--- src/rtl/core/iep_pkg.sv ---
// Shared types and constants for the ICMP echo ping engine.
// No dependencies; the top-level, front, queue, back and checker files import this package.
package iep_pkg;

  localparam int CFG_IDX_W = 3;
  localparam int CFG_DATA_W = 32;

  localparam logic [CFG_IDX_W-1:0] CFG_TARGET   = 3'd0;
  localparam logic [CFG_IDX_W-1:0] CFG_IDENT    = 3'd1;
  localparam logic [CFG_IDX_W-1:0] CFG_COUNT    = 3'd2;
  localparam logic [CFG_IDX_W-1:0] CFG_INTERVAL = 3'd3;
  localparam logic [CFG_IDX_W-1:0] CFG_TIMEOUT  = 3'd4;

  localparam logic [15:0] RST_IDENT    = 16'h5542;
  localparam logic [7:0]  RST_COUNT    = 8'd4;
  localparam logic [15:0] RST_INTERVAL = 16'd1000;
  localparam logic [15:0] RST_TIMEOUT  = 16'd5000;

  localparam logic [1:0] ACT_START = 2'd0;
  localparam logic [1:0] ACT_TICK  = 2'd1;
  localparam logic [1:0] ACT_BYTE  = 2'd2;
  localparam logic [1:0] ACT_ABORT = 2'd3;

  localparam logic [1:0] EV_REQUEST = 2'd0;
  localparam logic [1:0] EV_REPLY   = 2'd1;
  localparam logic [1:0] EV_TIMEOUT = 2'd2;
  localparam logic [1:0] EV_ABORT   = 2'd3;

  localparam logic [7:0] ICMP_ECHO_REQUEST = 8'd8;
  localparam logic [7:0] ICMP_PROTOCOL_NUM = 8'd1;
  localparam logic [5:0] MIN_HEADER_BYTES  = 6'd20;
  localparam logic [6:0] ICMP_HEADER_BYTES = 7'd8;
  localparam logic [6:0] RX_COUNT_MAX      = 7'd127;

  localparam int QUEUE_DEPTH = 4;
  localparam int QUEUE_AW    = $clog2(QUEUE_DEPTH);

  typedef struct packed {
    logic [1:0]  kind;
    logic [15:0] seq;
    logic [15:0] ident;
  } cmd_t;

endpackage

--- src/rtl/core/iep_ifs.sv ---
// Valid/ready channel interfaces for the ICMP echo ping engine.
// No dependencies.
interface iep_item_if;
  logic       valid;
  logic       ready;
  logic [1:0] action;
  logic [7:0] packet_byte;
  logic       packet_last;

  modport source (output valid, action, packet_byte, packet_last, input ready);
  modport sink (input valid, action, packet_byte, packet_last, output ready);
endinterface

interface iep_result_if;
  logic        valid;
  logic        ready;
  logic [1:0]  event_res;
  logic [7:0]  tx_byte;
  logic [15:0] reply_seq;
  logic        last;

  modport source (output valid, event_res, tx_byte, reply_seq, last, input ready);
  modport sink (input valid, event_res, tx_byte, reply_seq, last, output ready);
endinterface

--- src/rtl/core/icmp_echo_ping_engine_unit.sv ---
// ICMP echo ping engine, top level: front part, command queue and back part.
// Depends on iep_pkg, iep_ifs, iep_front, iep_queue and iep_back.
//
// The engine takes one item per clock cycle (start, tick, received packet
// byte or abort) as long as its four-entry command queue has room. Each item
// is settled in the front part in the cycle it is accepted; an item that
// causes results leaves one command in the queue. The back part turns a
// command into result items at one per cycle, output stalls apart, through a
// registered output: an echo request becomes eight byte results, a reply,
// timeout or abort one. Packet bytes therefore stream at full rate, and a
// sending tick holds the output for eight bytes while the front keeps accepting.
module icmp_echo_ping_engine_unit import iep_pkg::*; (
  input  logic                  clk,
  input  logic                  rst,
  iep_item_if.sink              item,
  iep_result_if.source          result,
  input  logic                  cfg_wen,
  input  logic [CFG_IDX_W-1:0]  cfg_index,
  input  logic [CFG_DATA_W-1:0] cfg_wdata
);

  logic push;
  cmd_t push_cmd;
  logic full;
  logic pop;
  cmd_t head;
  logic empty;

  iep_front u_front (
    .clk       (clk),
    .rst       (rst),
    .item      (item),
    .cfg_wen   (cfg_wen),
    .cfg_index (cfg_index),
    .cfg_wdata (cfg_wdata),
    .push      (push),
    .push_cmd  (push_cmd),
    .full      (full)
  );

  iep_queue u_queue (
    .clk      (clk),
    .rst      (rst),
    .push     (push),
    .push_cmd (push_cmd),
    .full     (full),
    .pop      (pop),
    .head     (head),
    .empty    (empty)
  );

  iep_back u_back (
    .clk    (clk),
    .rst    (rst),
    .head   (head),
    .empty  (empty),
    .pop    (pop),
    .result (result)
  );

endmodule

--- src/rtl/core/iep_front.sv ---
// Front part: configuration registers, session timing and receive parser.
// Depends on iep_pkg and iep_item_if; pushes result commands into the queue.
module iep_front import iep_pkg::*; (
  input  logic                  clk,
  input  logic                  rst,
  iep_item_if.sink              item,
  input  logic                  cfg_wen,
  input  logic [CFG_IDX_W-1:0]  cfg_index,
  input  logic [CFG_DATA_W-1:0] cfg_wdata,
  output logic                  push,
  output cmd_t                  push_cmd,
  input  logic                  full
);

  logic [31:0] target_address;
  logic [15:0] echo_identifier;
  logic [7:0]  request_count;
  logic [15:0] interval_ticks;
  logic [15:0] timeout_ticks;

  logic        session_active, session_active_next;
  logic [7:0]  sent_sequence, sent_sequence_next;
  logic [15:0] elapsed_ticks, elapsed_ticks_next;
  logic [23:0] send_tick, send_tick_next;
  logic [6:0]  rx_byte_count, rx_byte_count_next;
  logic [5:0]  rx_header_bytes, rx_header_bytes_next;
  logic        rx_match, rx_match_next;
  logic [15:0] rx_identifier, rx_identifier_next;
  logic [15:0] rx_sequence, rx_sequence_next;

  logic        accept;
  logic        timed_out, send_due;
  logic [7:0]  seq_new;
  logic [24:0] send_sum;
  logic [23:0] send_sat;
  logic        in_range;
  logic [5:0]  hl_new, hl;
  logic [6:0]  hl_ext;
  logic [2:0]  off;
  logic        in_icmp;
  logic [7:0]  want;
  logic        b_match;
  logic [15:0] b_ident, b_seq;
  logic [6:0]  b_count;
  logic        reply_ok;

  assign item.ready = !full;
  assign accept = item.valid && item.ready;

  always_ff @(posedge clk) begin
    if (rst) begin
      target_address  <= '0;
      echo_identifier <= RST_IDENT;
      request_count   <= RST_COUNT;
      interval_ticks  <= RST_INTERVAL;
      timeout_ticks   <= RST_TIMEOUT;
    end else if (cfg_wen) begin
      unique case (cfg_index)
        CFG_TARGET:   target_address  <= cfg_wdata;
        CFG_IDENT:    echo_identifier <= cfg_wdata[15:0];
        CFG_COUNT:    request_count   <= cfg_wdata[7:0];
        CFG_INTERVAL: interval_ticks  <= cfg_wdata[15:0];
        CFG_TIMEOUT:  timeout_ticks   <= cfg_wdata[15:0];
        default: ;
      endcase
    end
  end

  // tick checks
  always_comb begin
    timed_out = elapsed_ticks >= timeout_ticks;
    send_due  = (sent_sequence < request_count) && ({8'd0, elapsed_ticks} >= send_tick);
    seq_new   = sent_sequence + 8'd1;
    send_sum  = {1'b0, send_tick} + {9'd0, interval_ticks};
    send_sat  = send_sum[24] ? 24'hFF_FFFF : send_sum[23:0];
  end

  // receive parser
  always_comb begin
    in_range = rx_byte_count != RX_COUNT_MAX;
    hl_new   = {item.packet_byte[3:0], 2'b00};
    hl       = (in_range && rx_byte_count == 7'd0) ? hl_new : rx_header_bytes;
    hl_ext   = {1'b0, hl};
    off      = 3'(rx_byte_count - hl_ext);
    in_icmp  = (rx_byte_count >= hl_ext) && (rx_byte_count < hl_ext + ICMP_HEADER_BYTES)
               && (rx_byte_count >= {1'b0, MIN_HEADER_BYTES});
    case (rx_byte_count[1:0])
      2'd0:    want = target_address[31:24];
      2'd1:    want = target_address[23:16];
      2'd2:    want = target_address[15:8];
      default: want = target_address[7:0];
    endcase
    b_match = rx_match;
    b_ident = rx_identifier;
    b_seq   = rx_sequence;
    b_count = rx_byte_count;
    if (in_range) begin
      if (rx_byte_count == 7'd0) begin
        if (hl_new < MIN_HEADER_BYTES) b_match = 1'b0;
      end else if (rx_byte_count == 7'd9) begin
        if (item.packet_byte != ICMP_PROTOCOL_NUM) b_match = 1'b0;
      end else if (rx_byte_count >= 7'd12 && rx_byte_count <= 7'd15) begin
        if (item.packet_byte != want) b_match = 1'b0;
      end
      if (in_icmp) begin
        case (off)
          3'd0, 3'd1: if (item.packet_byte != 8'd0) b_match = 1'b0;
          3'd4: b_ident[15:8] = item.packet_byte;
          3'd5: b_ident[7:0]  = item.packet_byte;
          3'd6: b_seq[15:8]   = item.packet_byte;
          3'd7: b_seq[7:0]    = item.packet_byte;
          default: ;
        endcase
      end
      b_count = rx_byte_count + 7'd1;
    end
    reply_ok = item.packet_last && session_active && b_match && (hl >= MIN_HEADER_BYTES)
               && (b_count >= hl_ext + ICMP_HEADER_BYTES) && (b_ident == echo_identifier)
               && (b_seq != 16'd0) && (b_seq <= {8'd0, sent_sequence});
  end

  always_comb begin
    session_active_next  = session_active;
    sent_sequence_next   = sent_sequence;
    elapsed_ticks_next   = elapsed_ticks;
    send_tick_next       = send_tick;
    rx_byte_count_next   = rx_byte_count;
    rx_header_bytes_next = rx_header_bytes;
    rx_match_next        = rx_match;
    rx_identifier_next   = rx_identifier;
    rx_sequence_next     = rx_sequence;
    push                 = 1'b0;
    push_cmd.kind        = EV_ABORT;
    push_cmd.seq         = '0;
    push_cmd.ident       = echo_identifier;
    if (accept) begin
      unique case (item.action)
        ACT_START: begin
          session_active_next  = 1'b1;
          sent_sequence_next   = '0;
          elapsed_ticks_next   = '0;
          send_tick_next       = '0;
          rx_byte_count_next   = '0;
          rx_header_bytes_next = '0;
          rx_match_next        = 1'b1;
          rx_identifier_next   = '0;
          rx_sequence_next     = '0;
        end
        ACT_TICK: begin
          if (session_active) begin
            if (timed_out) begin
              session_active_next = 1'b0;
              push                = 1'b1;
              push_cmd.kind       = EV_TIMEOUT;
            end else begin
              if (send_due) begin
                sent_sequence_next = seq_new;
                send_tick_next     = send_sat;
                push               = 1'b1;
                push_cmd.kind      = EV_REQUEST;
                push_cmd.seq       = {8'd0, seq_new};
              end
              if (elapsed_ticks != 16'hFFFF) elapsed_ticks_next = elapsed_ticks + 16'd1;
            end
          end
        end
        ACT_BYTE: begin
          if (item.packet_last) begin
            rx_byte_count_next   = '0;
            rx_header_bytes_next = '0;
            rx_match_next        = 1'b1;
            rx_identifier_next   = '0;
            rx_sequence_next     = '0;
          end else begin
            rx_byte_count_next   = b_count;
            rx_header_bytes_next = hl;
            rx_match_next        = b_match;
            rx_identifier_next   = b_ident;
            rx_sequence_next     = b_seq;
          end
          if (reply_ok) begin
            session_active_next = 1'b0;
            push                = 1'b1;
            push_cmd.kind       = EV_REPLY;
            push_cmd.seq        = b_seq;
          end
        end
        ACT_ABORT: begin
          if (session_active) begin
            session_active_next = 1'b0;
            push                = 1'b1;
            push_cmd.kind       = EV_ABORT;
          end
        end
        default: ;
      endcase
    end
  end

  always_ff @(posedge clk) begin
    if (rst) begin
      session_active  <= 1'b0;
      sent_sequence   <= '0;
      elapsed_ticks   <= '0;
      send_tick       <= '0;
      rx_byte_count   <= '0;
      rx_header_bytes <= '0;
      rx_match        <= 1'b1;
      rx_identifier   <= '0;
      rx_sequence     <= '0;
    end else begin
      session_active  <= session_active_next;
      sent_sequence   <= sent_sequence_next;
      elapsed_ticks   <= elapsed_ticks_next;
      send_tick       <= send_tick_next;
      rx_byte_count   <= rx_byte_count_next;
      rx_header_bytes <= rx_header_bytes_next;
      rx_match        <= rx_match_next;
      rx_identifier   <= rx_identifier_next;
      rx_sequence     <= rx_sequence_next;
    end
  end

endmodule

--- src/rtl/core/iep_queue.sv ---
// Short command queue between the front and back parts of the engine.
// Depends on iep_pkg for the command type and depth.
module iep_queue import iep_pkg::*; (
  input  logic clk,
  input  logic rst,
  input  logic push,
  input  cmd_t push_cmd,
  output logic full,
  input  logic pop,
  output cmd_t head,
  output logic empty
);

  cmd_t                entries [QUEUE_DEPTH];
  logic [QUEUE_AW-1:0] wr_ptr;
  logic [QUEUE_AW-1:0] rd_ptr;
  logic [QUEUE_AW:0]   count;

  assign full  = count == (QUEUE_AW+1)'(QUEUE_DEPTH);
  assign empty = count == '0;
  assign head  = entries[rd_ptr];

  always_ff @(posedge clk) begin
    if (push && !full) entries[wr_ptr] <= push_cmd;
  end

  always_ff @(posedge clk) begin
    if (rst) begin
      wr_ptr <= '0;
      rd_ptr <= '0;
      count  <= '0;
    end else begin
      if (push && !full) wr_ptr <= wr_ptr + 1'b1;
      if (pop && !empty) rd_ptr <= rd_ptr + 1'b1;
      count <= count + (QUEUE_AW+1)'(push && !full) - (QUEUE_AW+1)'(pop && !empty);
    end
  end

endmodule

--- src/rtl/core/iep_back.sv ---
// Back part: expands queued commands into result items behind an output register.
// Depends on iep_pkg and iep_result_if; builds echo request bytes and checksum.
module iep_back import iep_pkg::*; (
  input  logic        clk,
  input  logic        rst,
  input  cmd_t        head,
  input  logic        empty,
  output logic        pop,
  iep_result_if.source result
);

  logic        valid;
  logic [1:0]  event_res;
  logic [7:0]  tx_byte;
  logic [15:0] reply_seq;
  logic        last;
  logic [2:0]  idx;

  logic        load_ok;
  logic        emit;
  logic [17:0] sum1;
  logic [16:0] sum2;
  logic [15:0] sum3;
  logic [15:0] cksum;
  logic [7:0]  req_byte;

  assign result.valid     = valid;
  assign result.event_res = event_res;
  assign result.tx_byte   = tx_byte;
  assign result.reply_seq = reply_seq;
  assign result.last      = last;

  always_comb begin
    sum1  = 18'h0800 + {2'b00, head.ident} + {2'b00, head.seq};
    sum2  = {1'b0, sum1[15:0]} + {15'd0, sum1[17:16]};
    sum3  = sum2[15:0] + {15'd0, sum2[16]};
    cksum = ~sum3;
    case (idx)
      3'd0:    req_byte = ICMP_ECHO_REQUEST;
      3'd1:    req_byte = 8'd0;
      3'd2:    req_byte = cksum[15:8];
      3'd3:    req_byte = cksum[7:0];
      3'd4:    req_byte = head.ident[15:8];
      3'd5:    req_byte = head.ident[7:0];
      3'd6:    req_byte = head.seq[15:8];
      default: req_byte = head.seq[7:0];
    endcase
    load_ok = !valid || result.ready;
    emit    = load_ok && !empty;
    pop     = emit && (head.kind != EV_REQUEST || idx == 3'd7);
  end

  always_ff @(posedge clk) begin
    if (rst) begin
      valid <= 1'b0;
      idx   <= '0;
    end else if (load_ok) begin
      valid <= !empty;
      if (emit) idx <= pop ? 3'd0 : idx + 3'd1;
    end
  end

  always_ff @(posedge clk) begin
    if (emit) begin
      event_res <= head.kind;
      tx_byte   <= (head.kind == EV_REQUEST) ? req_byte : 8'd0;
      reply_seq <= (head.kind == EV_REPLY) ? head.seq : 16'd0;
      last      <= pop;
    end
  end

endmodule

--- src/flat_wrapper.sv ---
// flat-port wrapper written by rule: the top's interface ports become plain ports
module icmp_echo_ping_engine_unit_flat import iep_pkg::*;
  (clk, rst, cfg_wen, cfg_index, cfg_wdata, item_valid, item_action, item_packet_byte, item_packet_last, item_ready, result_valid, result_event_res, result_tx_byte, result_reply_seq, result_last, result_ready);
  iep_item_if item_i ();
  iep_result_if result_i ();
  input  logic clk;
  input  logic rst;
  input  logic cfg_wen;
  input  logic [CFG_IDX_W-1:0] cfg_index;
  input  logic [CFG_DATA_W-1:0] cfg_wdata;
  input wire logic [$bits(item_i.valid)-1:0] item_valid;
  input wire logic [$bits(item_i.action)-1:0] item_action;
  input wire logic [$bits(item_i.packet_byte)-1:0] item_packet_byte;
  input wire logic [$bits(item_i.packet_last)-1:0] item_packet_last;
  output wire logic [$bits(item_i.ready)-1:0] item_ready;
  output wire logic [$bits(result_i.valid)-1:0] result_valid;
  output wire logic [$bits(result_i.event_res)-1:0] result_event_res;
  output wire logic [$bits(result_i.tx_byte)-1:0] result_tx_byte;
  output wire logic [$bits(result_i.reply_seq)-1:0] result_reply_seq;
  output wire logic [$bits(result_i.last)-1:0] result_last;
  input wire logic [$bits(result_i.ready)-1:0] result_ready;
  assign item_i.valid = item_valid;
  assign item_i.action = item_action;
  assign item_i.packet_byte = item_packet_byte;
  assign item_i.packet_last = item_packet_last;
  assign item_ready = item_i.ready;
  assign result_valid = result_i.valid;
  assign result_event_res = result_i.event_res;
  assign result_tx_byte = result_i.tx_byte;
  assign result_reply_seq = result_i.reply_seq;
  assign result_last = result_i.last;
  assign result_i.ready = result_ready;
  icmp_echo_ping_engine_unit u_core (.clk(clk), .rst(rst), .item(item_i), .result(result_i), .cfg_wen(cfg_wen), .cfg_index(cfg_index), .cfg_wdata(cfg_wdata));
endmodule
--- config.mk ---
export PLATFORM = sky130hd
export DESIGN_NAME = icmp_echo_ping_engine_unit_flat
export DESIGN_NICKNAME = d
export VERILOG_FILES = /design/src/rtl/core/iep_pkg.sv /design/src/rtl/core/iep_ifs.sv /design/src/rtl/core/icmp_echo_ping_engine_unit.sv /design/src/rtl/core/iep_front.sv /design/src/rtl/core/iep_queue.sv /design/src/rtl/core/iep_back.sv /design/src/flat_wrapper.sv
export SDC_FILE = /design/constraint.sdc
export NUM_CORES = 1
export LEC_CHECK = 0
export CORE_UTILIZATION = 45
export CTS_CLUSTER_SIZE = 10
export DETAILED_ROUTE_END_ITERATION = 10
export DONT_BUFFER_PORTS = 1
export GPL_ROUTABILITY_DRIVEN = 1
export GPL_TIMING_DRIVEN = 0
export PLACE_DENSITY_LB_ADDON = 0.2
export SKIP_CTS_REPAIR_TIMING = 1
export SLEW_MARGIN = 20
export SYNTH_ARGS = -nofsm -noshare
export SYNTH_HDL_FRONTEND = slang
export SYNTH_HIERARCHICAL = 1
export SYNTH_SLANG_ARGS = --single-unit
--- constraint.sdc ---
create_clock -name clk -period 14.38 [get_ports clk]
set_clock_uncertainty 0.1 [all_clocks]
set_input_delay 2.157 -clock clk [delete_from_list [all_inputs] [get_ports clk]]
set_output_delay 2.157 -clock clk [all_outputs]
set_load 0.005 [all_outputs]
=== Yosys cells after proc, flatten, opt, wreduce, memory -nomap -nowiden ===
Memory sizes are Yosys's and may differ from the RTL's. A register that Yosys moved wholly into a read port is not among the register bits.
Index checks and enable logic that the tools add are counted.

* Bits in registers: 221
* Memories kept: 1
* Output and inout port bits: 29
* RAM bits: 136
* Bits in latches: 0
* Input port bits: 51
* Bits in read-only memories: 0

{| class="wikitable"
|+ Memories
! memory !! words !! width !! rd ports !! clocked after memory_dff !! wr ports !! line !! text
|-
| u_core.u_queue.entries || 4 || 34 || 1 || 1 || 1 || iep_queue.sv:14 || <nowiki>cmd_t entries [QUEUE_DEPTH];</nowiki>
|}

* Shift operators: 0
* Multipliers: 0
* Bitwise operators: 1
* Mux-type cells: 69
* Reductions and logical operators: 46
* $add $sub $neg: 15
* Equal/unequal tests: 34
* Div/mod/pow operators: 0
* $lt $le $gt $ge: 12

{| class="wikitable"
|+ Operators by type and width
! cell !! number
|-
| $mux W16 || 10
|-
| $pmux W16 S2 || 4
|-
| $mux W24 || 4
|-
| $mux W18 || 4
|-
| $mux W8 || 7
|-
| $pmux W8 S7 || 1
|-
| $pmux W24 S2 || 1
|-
| $eq A3 B3 Y1 const B || 10
|-
| $add A24 B16 Y25 || 1
|-
| $ge A16 B24 Y1 || 1
|-
| $pmux W8 S3 || 1
|-
| $mux W1 || 22
|-
| $add A18 B16 Y18 || 1
|-
| $add A12 B16 Y17 const A || 1
|-
| $add A16 B2 Y17 || 1
|-
| $logic_and A1 B1 Y1 || 17
|-
| $add A16 B1 Y16 || 1
|-
| $add A16 B1 Y16 const B || 1
|-
| $eq A16 B16 Y1 || 1
|-
| $ge A16 B16 Y1 || 1
|-
| $le A16 B8 Y1 || 1
|-
| $ne A16 B16 Y1 const B || 1
|-
| $not A16 Y16 || 1
|-
| $pmux W8 S2 || 1
|-
| other kinds (47) || 83
|}

=== Depth between registers and ports, before layout ===
Gate-level depths: netlist of the first run.

* Depth in word-level cells: 23
* Gate-level depth with buffers: 40
* Depth with buffers taken out: 38

=== Modules after synthesis ===
The synthesis of the first run kept the hierarchy.

{| class="wikitable"
|+ Modules (own cells, without submodules)
! module !! cells an instance !! seq. area each (µm²) !! times used !! area an instance (µm²)
|-
| iep_front || 1343 || 3663.5 || 1 || 10775.3
|-
| iep_queue || 229 || 4264.1 || 1 || 5422.7
|-
| iep_back || 348 || 890.9 || 1 || 3265.6
|}

=== Worst setup path before layout of the first run ===
No wires, ideal clock.

* Path type: input port to flip-flop
* From: in item_packet_byte[1]
* To: reg u_core.u_queue.count[2]
* Cell stages on the path: 35
* Data required time: 14.202 ns
* Setup slack: 5.643 ns
* Library setup time: 0.078 ns
* Arrival time: 8.559 ns
* Cell sequence: buf_1 -> nand2_1 -> nand2_1 -> ha_1 -> xor2_1 -> ha_1 -> a31o_2 -> a221oi_1 -> o221ai_1 -> nor3_1 -> nand2_1 -> clkbuf_1 -> o21ai_0 -> ha_1 -> a21o_1 -> nand2_1 -> a31oi_1 -> a211oi_1 -> o21ai_0 -> a211o_1 -> a2111oi_1 -> and4_1 -> a22oi_1 -> nor3_1 -> inv_1 -> nor2_1 -> inv_1 -> ha_1 -> inv_1 -> ha_1 -> inv_1 -> fa_1 -> xor2_1 -> and2_1 -> nor3_1

* Longest elaborated chain between the ends: 21
* Elaborated cells on any way between the ends: 45
* Those cells by class: add/sub: 3; order compare: 6; eq/ne: 3; mux: 22; reduce/logical: 11

{| class="wikitable"
|+ Ends and longest elaborated chain
! item !! line !! text
|-
| start: declaration || flat_wrapper.sv:13 || <nowiki>input wire logic [$bits(item_i.packet_byte)-1:0] item_packet_byte;</nowiki>
|-
| parallel branches: the longest is 14 deep, another holds $le A16 B8 Y1 || - ||
|-
| $logic_and A1 B1 Y1 * || iep_front.sv:119 || <nowiki>&& (b_seq != 16'd0) && (b_seq <= {8'd0, sent_sequence});</nowiki>
|-
| $mux W1 * || iep_front.sv:181 || <nowiki>if (reply_ok) begin</nowiki>
|-
| $pmux W1 S3 * || iep_front.sv:137 || <nowiki>unique case (item.action)</nowiki>
|-
| $mux W1 * || iep_front.sv:136 || <nowiki>if (accept) begin</nowiki>
|-
| net u_core.push || icmp_echo_ping_engine_unit.sv:22 || <nowiki>logic push;</nowiki>
|-
| $logic_and A1 B1 Y1 * || iep_queue.sv:35 || <nowiki>count <= count + (QUEUE_AW+1)'(push && !full) - (QUEUE_AW+1)'(pop && !empty);</nowiki>
|-
| $add A3 B1 Y3 * || iep_queue.sv:35 ||
|-
| $sub A3 B1 Y3 * || iep_queue.sv:35 ||
|-
| end signal: assignment || iep_queue.sv:35 ||
|-
| end: declaration || iep_queue.sv:17 || <nowiki>logic [QUEUE_AW:0] count;</nowiki>
|}

Mark *: on every way through the listed nets, which the timed path passes.
A chain may end at the register's enable or synchronous reset.

=== Worst setup path after layout of the first run ===
Same ends and word-level chain as after synthesis.

==> results of run 1 <==
-- final cells by class --
cell class,count,area share
Buffer,93,0.0212
Multi-Input combinational cell,1358,0.453
Clock buffer,66,0.0563
Tap cell,577,0.0335
Timing Repair Buffer,4,0.00371
Sequential cell,359,0.409
Clock inverter,5,0.00302
Inverter,117,0.0204
-- path summary, 6_finish.rpt --
path	from	slack [ns]	end
setup / recovery	item_packet_byte[1]	3.85	u_core/u_queue/count[2]
hold / removal	u_core/u_front/target_address[3]	0.35	u_core/u_front/target_address[3]
setup reg to reg	u_core/u_front/rx_byte_count[0]	4.17	u_core/u_queue/count[2]
hold reg to reg	u_core/u_front/target_address[3]	0.35	u_core/u_front/target_address[3]
-- critical path: cells and delay by family --
family | cells | cell delay [ns]
xor+xnor | 2 | 0.39
buf+inv | 6 | 1.14
compound gates | 11 | 3.30
simple gates | 10 | 2.28
fa+ha+maj | 6 | 1.62
-- cells in the final DEF (no fill, tap or decap), types with 57 or more instances in the layout --
cell      instances
o21ai_0          57
xnor2_1          67
nand2_1         252
nor2_1          123
clkbuf_1         90
inv_1           116
a21oi_1         130
ha_1            132
dfxtp_1         196
edfxtp_1        163
-- where the power goes --
group	switching (mW)	internal (mW)	leakage (nW)
combinational	0.0951	0.0545	4.11
sequential	0.0110	1.08	3.09
clock	0.403	0.596	0.619
-- metrics by stage --
step | cell area [um2] | power [mW] | utilization | cells | setup slack, ns
2_1_floorplan | 19500 | 1.21 | - | 1927 | 5.64
6_report | 21600 | 2.23 | 0.510 | 2579 | 3.85
5_1_grt | 21600 | 2.31 | 0.510 | 2579 | 3.32
4_1_cts | 21600 | 2.26 | 0.510 | 2579 | 4.00
3_3_place_gp | 20200 | 1.25 | 0.478 | 2504 | 3.03
3_5_place_dp | 20300 | 1.25 | 0.480 | 2508 | 3.45
-- metal layers --
metal  global-route usage  vias up  wire length [um]
li1                     -     7110                 -
met1                0.291     7020             21800
met2                0.406      439             24400
met3               0.0347       86              2750
met4               0.0851        0              1440
met5                    0        -                 0
-- kinds of logic after synthesis --
group	count (synthesis)	synth area share
AOI/OAI and AO/OA	424	0.153
xor gates and xnor gates	95	0.0431
adders and majority gates	137	0.0900
buffers and inverters	210	0.0461
DFF	359	0.453
muxes	66	0.0570
other	1	0.000193
and+or+nand+nor	628	0.157
-- flip-flops by register name, indices dropped and copies added, names as in the netlist, 16 cells and up, named ones only --
name	cells
u_core/u_front/interval_ticks	16
u_core/u_front/elapsed_ticks	16
u_core/u_front/echo_identifier	16
u_core/u_queue/entries	136
u_core/u_front/rx_identifier	16
u_core/u_front/rx_sequence	16
u_core/u_front/target_address	32
u_core/u_front/send_tick	24
u_core/u_back/result.reply_seq	16
u_core/u_front/timeout_ticks	16
==> flow_summary.json, run 1 <==
{
  "status": "completed",
  "synth_most_common_cell": "nand2_1",
  "cp.arrival_ns": 10.90,
  "ctsHtreeMaxLevel": 2,
  "ys_warn_count": 6,
  "initial_core_util": 0.460,
  "maxCapViolations": 0,
  "cpPeakStageDelay_ns": 0.56,
  "wl_per_cell_um": 19.6,
  "nets": 2164,
  "fin_crit_sh": 0.732,
  "drtAntennaViolNets": 0,
  "synth_edf_count": 163,
  "clk_pin_slew_worst_paths_ns": 0.05,
  "grt_pass1_wl_um": 79800,
  "dieArea_um2": 44100,
  "grt_max_degree": 28,
  "final_max_slew_viol_count": 0,
  "fmax_mhz": 95.0,
  "worst_hold_slack_ns": 0.352,
  "cts.root.buffer_cell": "clkbuf_16",
  "clock_latency_ns": 0.57,
  "period_needed_ns": 10.53,
  "regArea_um2": 8820,
  "numCtsBuffers": 43,
  "cts.path.max_buffers": 3,
  "via_per_inst": 5.68,
  "via_count": 14655,
  "io_pins": 80,
  "num_antenna_cells": 0,
  "critical_path_class": "in -> reg",
  "synth_ff_type": "dfxtp_1",
  "nFillCells": 3863,
  "syn_avg_cell_area_um2": 10.1,
  "cts_tree": "built",
  "grt_overflow": 0,
  "drtIter0Drc": 1101,
  "slowest_stage": "buf_1",
  "required_ns": 14.75,
  "critPathCaptureType": "flop",
  "worst_pin_slew_ns": 0.939,
  "place_congestion": 0.908,
  "ys_types": 103,
  "antenna_found_initial": 0,
  "syn_inst": 1920,
  "power.leakage_nw": 7.82,
  "holdPathStages": 2,
  "std_cell_rows": 75,
  "rsz0062_at_grt": "false",
  "cp_max_fo": 10,
  "ir_drop_uv": 84.1,
  "io_buffers": 0,
  "drt_drc_violations_left": 0,
  "syn-cell-area_um2": 19500,
  "cp-start-kind": "input pin",
  "tns_ns": 0,
  "yosys.area.top_type": "edfxtp_1",
  "ys_seq_area_frac": 0.453,
  "die_w_um": 210,
  "setup_violations": 0,
  "cts_sinks": 359,
  "synth_top_cell_area_share": 0.251,
  "reg2regPathDepth": 39,
  "ys_ff_latch": 359,
  "drive_above_1_share": 0.0879,
  "core_um2": 42300,
  "ys_async_sr_fraction": 0,
  "routed_wl_um": 50400,
  "hold_viol": 0,
  "grt_pass1_vias": 14624,
  "multiInputGateArea_um2": 9780,
  "slew_headroom": 0.374,
  "hold_path.class": "reg -> reg",
  "grtUsageTotal": 0.232,
  "crit_top_cell": "ha_1",
  "powerDensity_nw_per_um2": 104,
  "drtPass1Iterations": 8,
  "dp_hpwl_um": 37700,
  "synth_common_cells": "nand2_1 (252), dfxtp_1 (196), edfxtp_1 (163)",
  "ys_top_cells_by_area": "edfxtp_1 (25%), dfxtp_1 (20%), ha_1 (8.5%), nand2_1 (4.9%), mux4_2 (3.5%)",
  "area_growth_pct": 10.9,
  "die_h_um": 210
}
Note: power is estimated with default switching activity, not from simulation.
==> inputs of run 2 (changes only) <==
==> constraint.sdc (replaced) <==
create_clock -name clk -period 9.2 [get_ports clk]
set_clock_uncertainty 0.1 [all_clocks]
set_input_delay 1.38 -clock clk [delete_from_list [all_inputs] [get_ports clk]]
set_output_delay 1.38 -clock clk [all_outputs]
set_load 0.005 [all_outputs]
==> flow_summary.json, run 2 (same netlist as run 1, synthesis figures left out) <==
{
  "ir_drop_uv": 132,
  "regMostFlops": "u_core/u_queue/entries",
  "antenna_found_initial": 0,
  "cpPeakStageDelay_ns": 0.54,
  "io_pins": 80,
  "cp_max_fo": 10,
  "maxCapViolations": 0,
  "initial_core_util": 0.460,
  "largest_reg_flops": 136,
  "grt.busiest_layer": "met2",
  "via_count": 14683,
  "final_common_cell": "nand2_1",
  "dp_cells": 2508,
  "cts_tree": "built",
  "dp_worst_setup_slack_ns": -0.953,
  "fmax_mhz": 114,
  "switching_share": 0.228,
  "grt_max_degree": 28,
  "grt_pass1_vias": 14624,
  "grtUsageMet3": 0.0347,
  "nets": 2167,
  "finalWorstSetupSlack_ns": 0.415,
  "cp.arrival_ns": 9.16,
  "internal_power_mw": 2.70,
  "io_buffers": 0,
  "stdcell_count": 2582,
  "clk_pin_slew_worst_paths_ns": 0.05,
  "clkPwrFrac": 0.447,
  "endpoint": "u_core/u_queue/count[2]",
  "die_w_um": 210,
  "place_congestion": 0.908,
  "worst_pin_slew_ns": 0.939,
  "startpoint": "u_core/u_front/rx_byte_count[1]",
  "largestRegisters": "u_core/u_queue/entries: 136 flops, u_core/u_front/target_address: 32 flops, u_core/u_front/send_tick: 24 flops",
  "dp_hpwl_um": 37700,
  "cp-start-kind": "flop",
  "core_um2": 42300,
  "grtUsageTotal": 0.232,
  "routed_wl_um": 50600,
  "timing.rr.end": "u_core/u_queue/count[2]",
  "required_ns": 9.57,
  "power.leakage_nw": 7.85,
  "final_cell_mix": "nand2_1 (252), dfxtp_1 (196), edfxtp_1 (163)",
  "cts_sinks": 359,
  "via_per_inst": 5.69,
  "p_switching_uw": 799,
  "r2r-start": "u_core/u_front/rx_byte_count[1]",
  "hold_viol": 0,
  "ctsHtreeMaxLevel": 2,
  "fin_crit_sh": 0.955,
  "drtAntennaViolNets": 0,
  "numCtsBuffers": 43,
  "final_max_slew_viol_count": 0,
  "area_growth_pct": 11.4,
  "critPathTopFamily": "compound AO/OA/AOI/OAI gates",
  "drtIter0Drc": 1063,
  "drtPass1Iterations": 8,
  "critPathCaptureType": "flop",
  "period_needed_ns": 8.79,
  "reg2regPathDepth": 36,
  "fin_util": 0.512,
  "cp_num_cells": 36,
  "setup_violations": 0,
  "grt_use_met2": 0.406,
  "die_h_um": 210,
  "grt_pass1_wl_um": 79800,
  "cts.root.buffer_cell": "clkbuf_16",
  "seqPwrFrac": 0.486,
  "grt_util_met1": 0.291,
  "std_cell_rows": 75,
  "slowest_stage": "or4b_4",
  "drive_above_1_share": 0.0953,
  "wl_per_cell_um": 19.6,
  "drt_drc_violations_left": 0,
  "hold_path.class": "reg -> reg",
  "powerDensity_nw_per_um2": 161,
  "slew_headroom": 0.373,
  "crit_buf_inv": 7,
  "status": "completed",
  "cts.path.max_buffers": 3,
  "combPwrFrac": 0.068,
  "critical_path_class": "reg -> reg",
  "dieArea_um2": 44100,
  "grt_overflow": 0,
  "num_antenna_cells": 0,
  "r2r_slack_ns": 0.41,
  "clock_latency_ns": 0.57
}
## run 2: cell types whose count changed in the layout (fill, tap and decap cells not counted), sizes merged
cell,delta
buf,+4
clkbuf,-1
## run 2: metrics by stage
step / power [mW] / area, um2 / setup TNS (ns) / hold slack, ns
2_1_floorplan: 1.90 / 19500 / 0 / 0.336
4_1_cts: 3.53 / 21600 / -41.23 / 0.354
5_1_grt: 3.62 / 21700 / -0.00571 / 0.376
3_5_place_dp: 1.96 / 20300 / -54.13 / 0.347
3_3_place_gp: 1.96 / 20200 / -186.32 / 0.342
6_report: 3.50 / 21700 / 0 / 0.353
## run 2: power by group through the flow
stage               clock network, mW  logic (mW)  registers, mW
floorplan                           0       0.173           1.72
global placement                    0       0.225           1.73
detailed placement                  0       0.231           1.73
CTS                              1.60       0.232           1.70
global route                     1.66       0.261           1.70
finish                           1.56       0.236           1.70
## run 2: per-layer routing
| layer | wire (um) | up-vias |
|---|---|---|
| met2 | 24500 | 424 |
| met5 | 0 | - |
| li1 | - | 7122 |
| met3 | 2690 | 88 |
| met4 | 1430 | 0 |
| met1 | 22000 | 7049 |
## run 2: worst reg2reg max path: cells and delay by family, from the launching register on
family	cells	cell delay (ns)
multiplexers	2	0.77
flip-flops	1	0.38
buffers and inverters	7	0.92
XOR/XNOR	2	0.44
adder cells (fa/ha/maj)	6	1.57
AND/OR/NAND/NOR	9	2.25
AO/OA/AOI/OAI	10	2.26
## run 2: how the worst min path moves through the flow
| stage | start | end | slack (ns) | depth (start not counted) |
|---|---|---|---|---|
| after floorplan | u_core/u_front/target_address[10] | u_core/u_front/target_address[10] | 0.34 | 2 |
| after global placement | u_core/u_front/target_address[6] | u_core/u_front/target_address[6] | 0.34 | 2 |
| after detailed placement | u_core/u_front/target_address[6] | u_core/u_front/target_address[6] | 0.35 | 2 |
| after CTS | u_core/u_front/target_address[6] | u_core/u_front/target_address[6] | 0.35 | 2 |
| after global routing | u_core/u_front/timeout_ticks[15] | u_core/u_front/timeout_ticks[15] | 0.38 | 2 |
| final | u_core/u_front/target_address[3] | u_core/u_front/target_address[3] | 0.35 | 2 |
## run 2: final cells by class
class	instances	area, um2
fillers	3856	20600
multi-input cells	1358	9860
flip-flops and latches	359	8820
clock buffers	66	1210
well taps	577	722
plain buffers	93	459
inverters	117	439
repair buffers	7	103
clock inverters	5	65.1
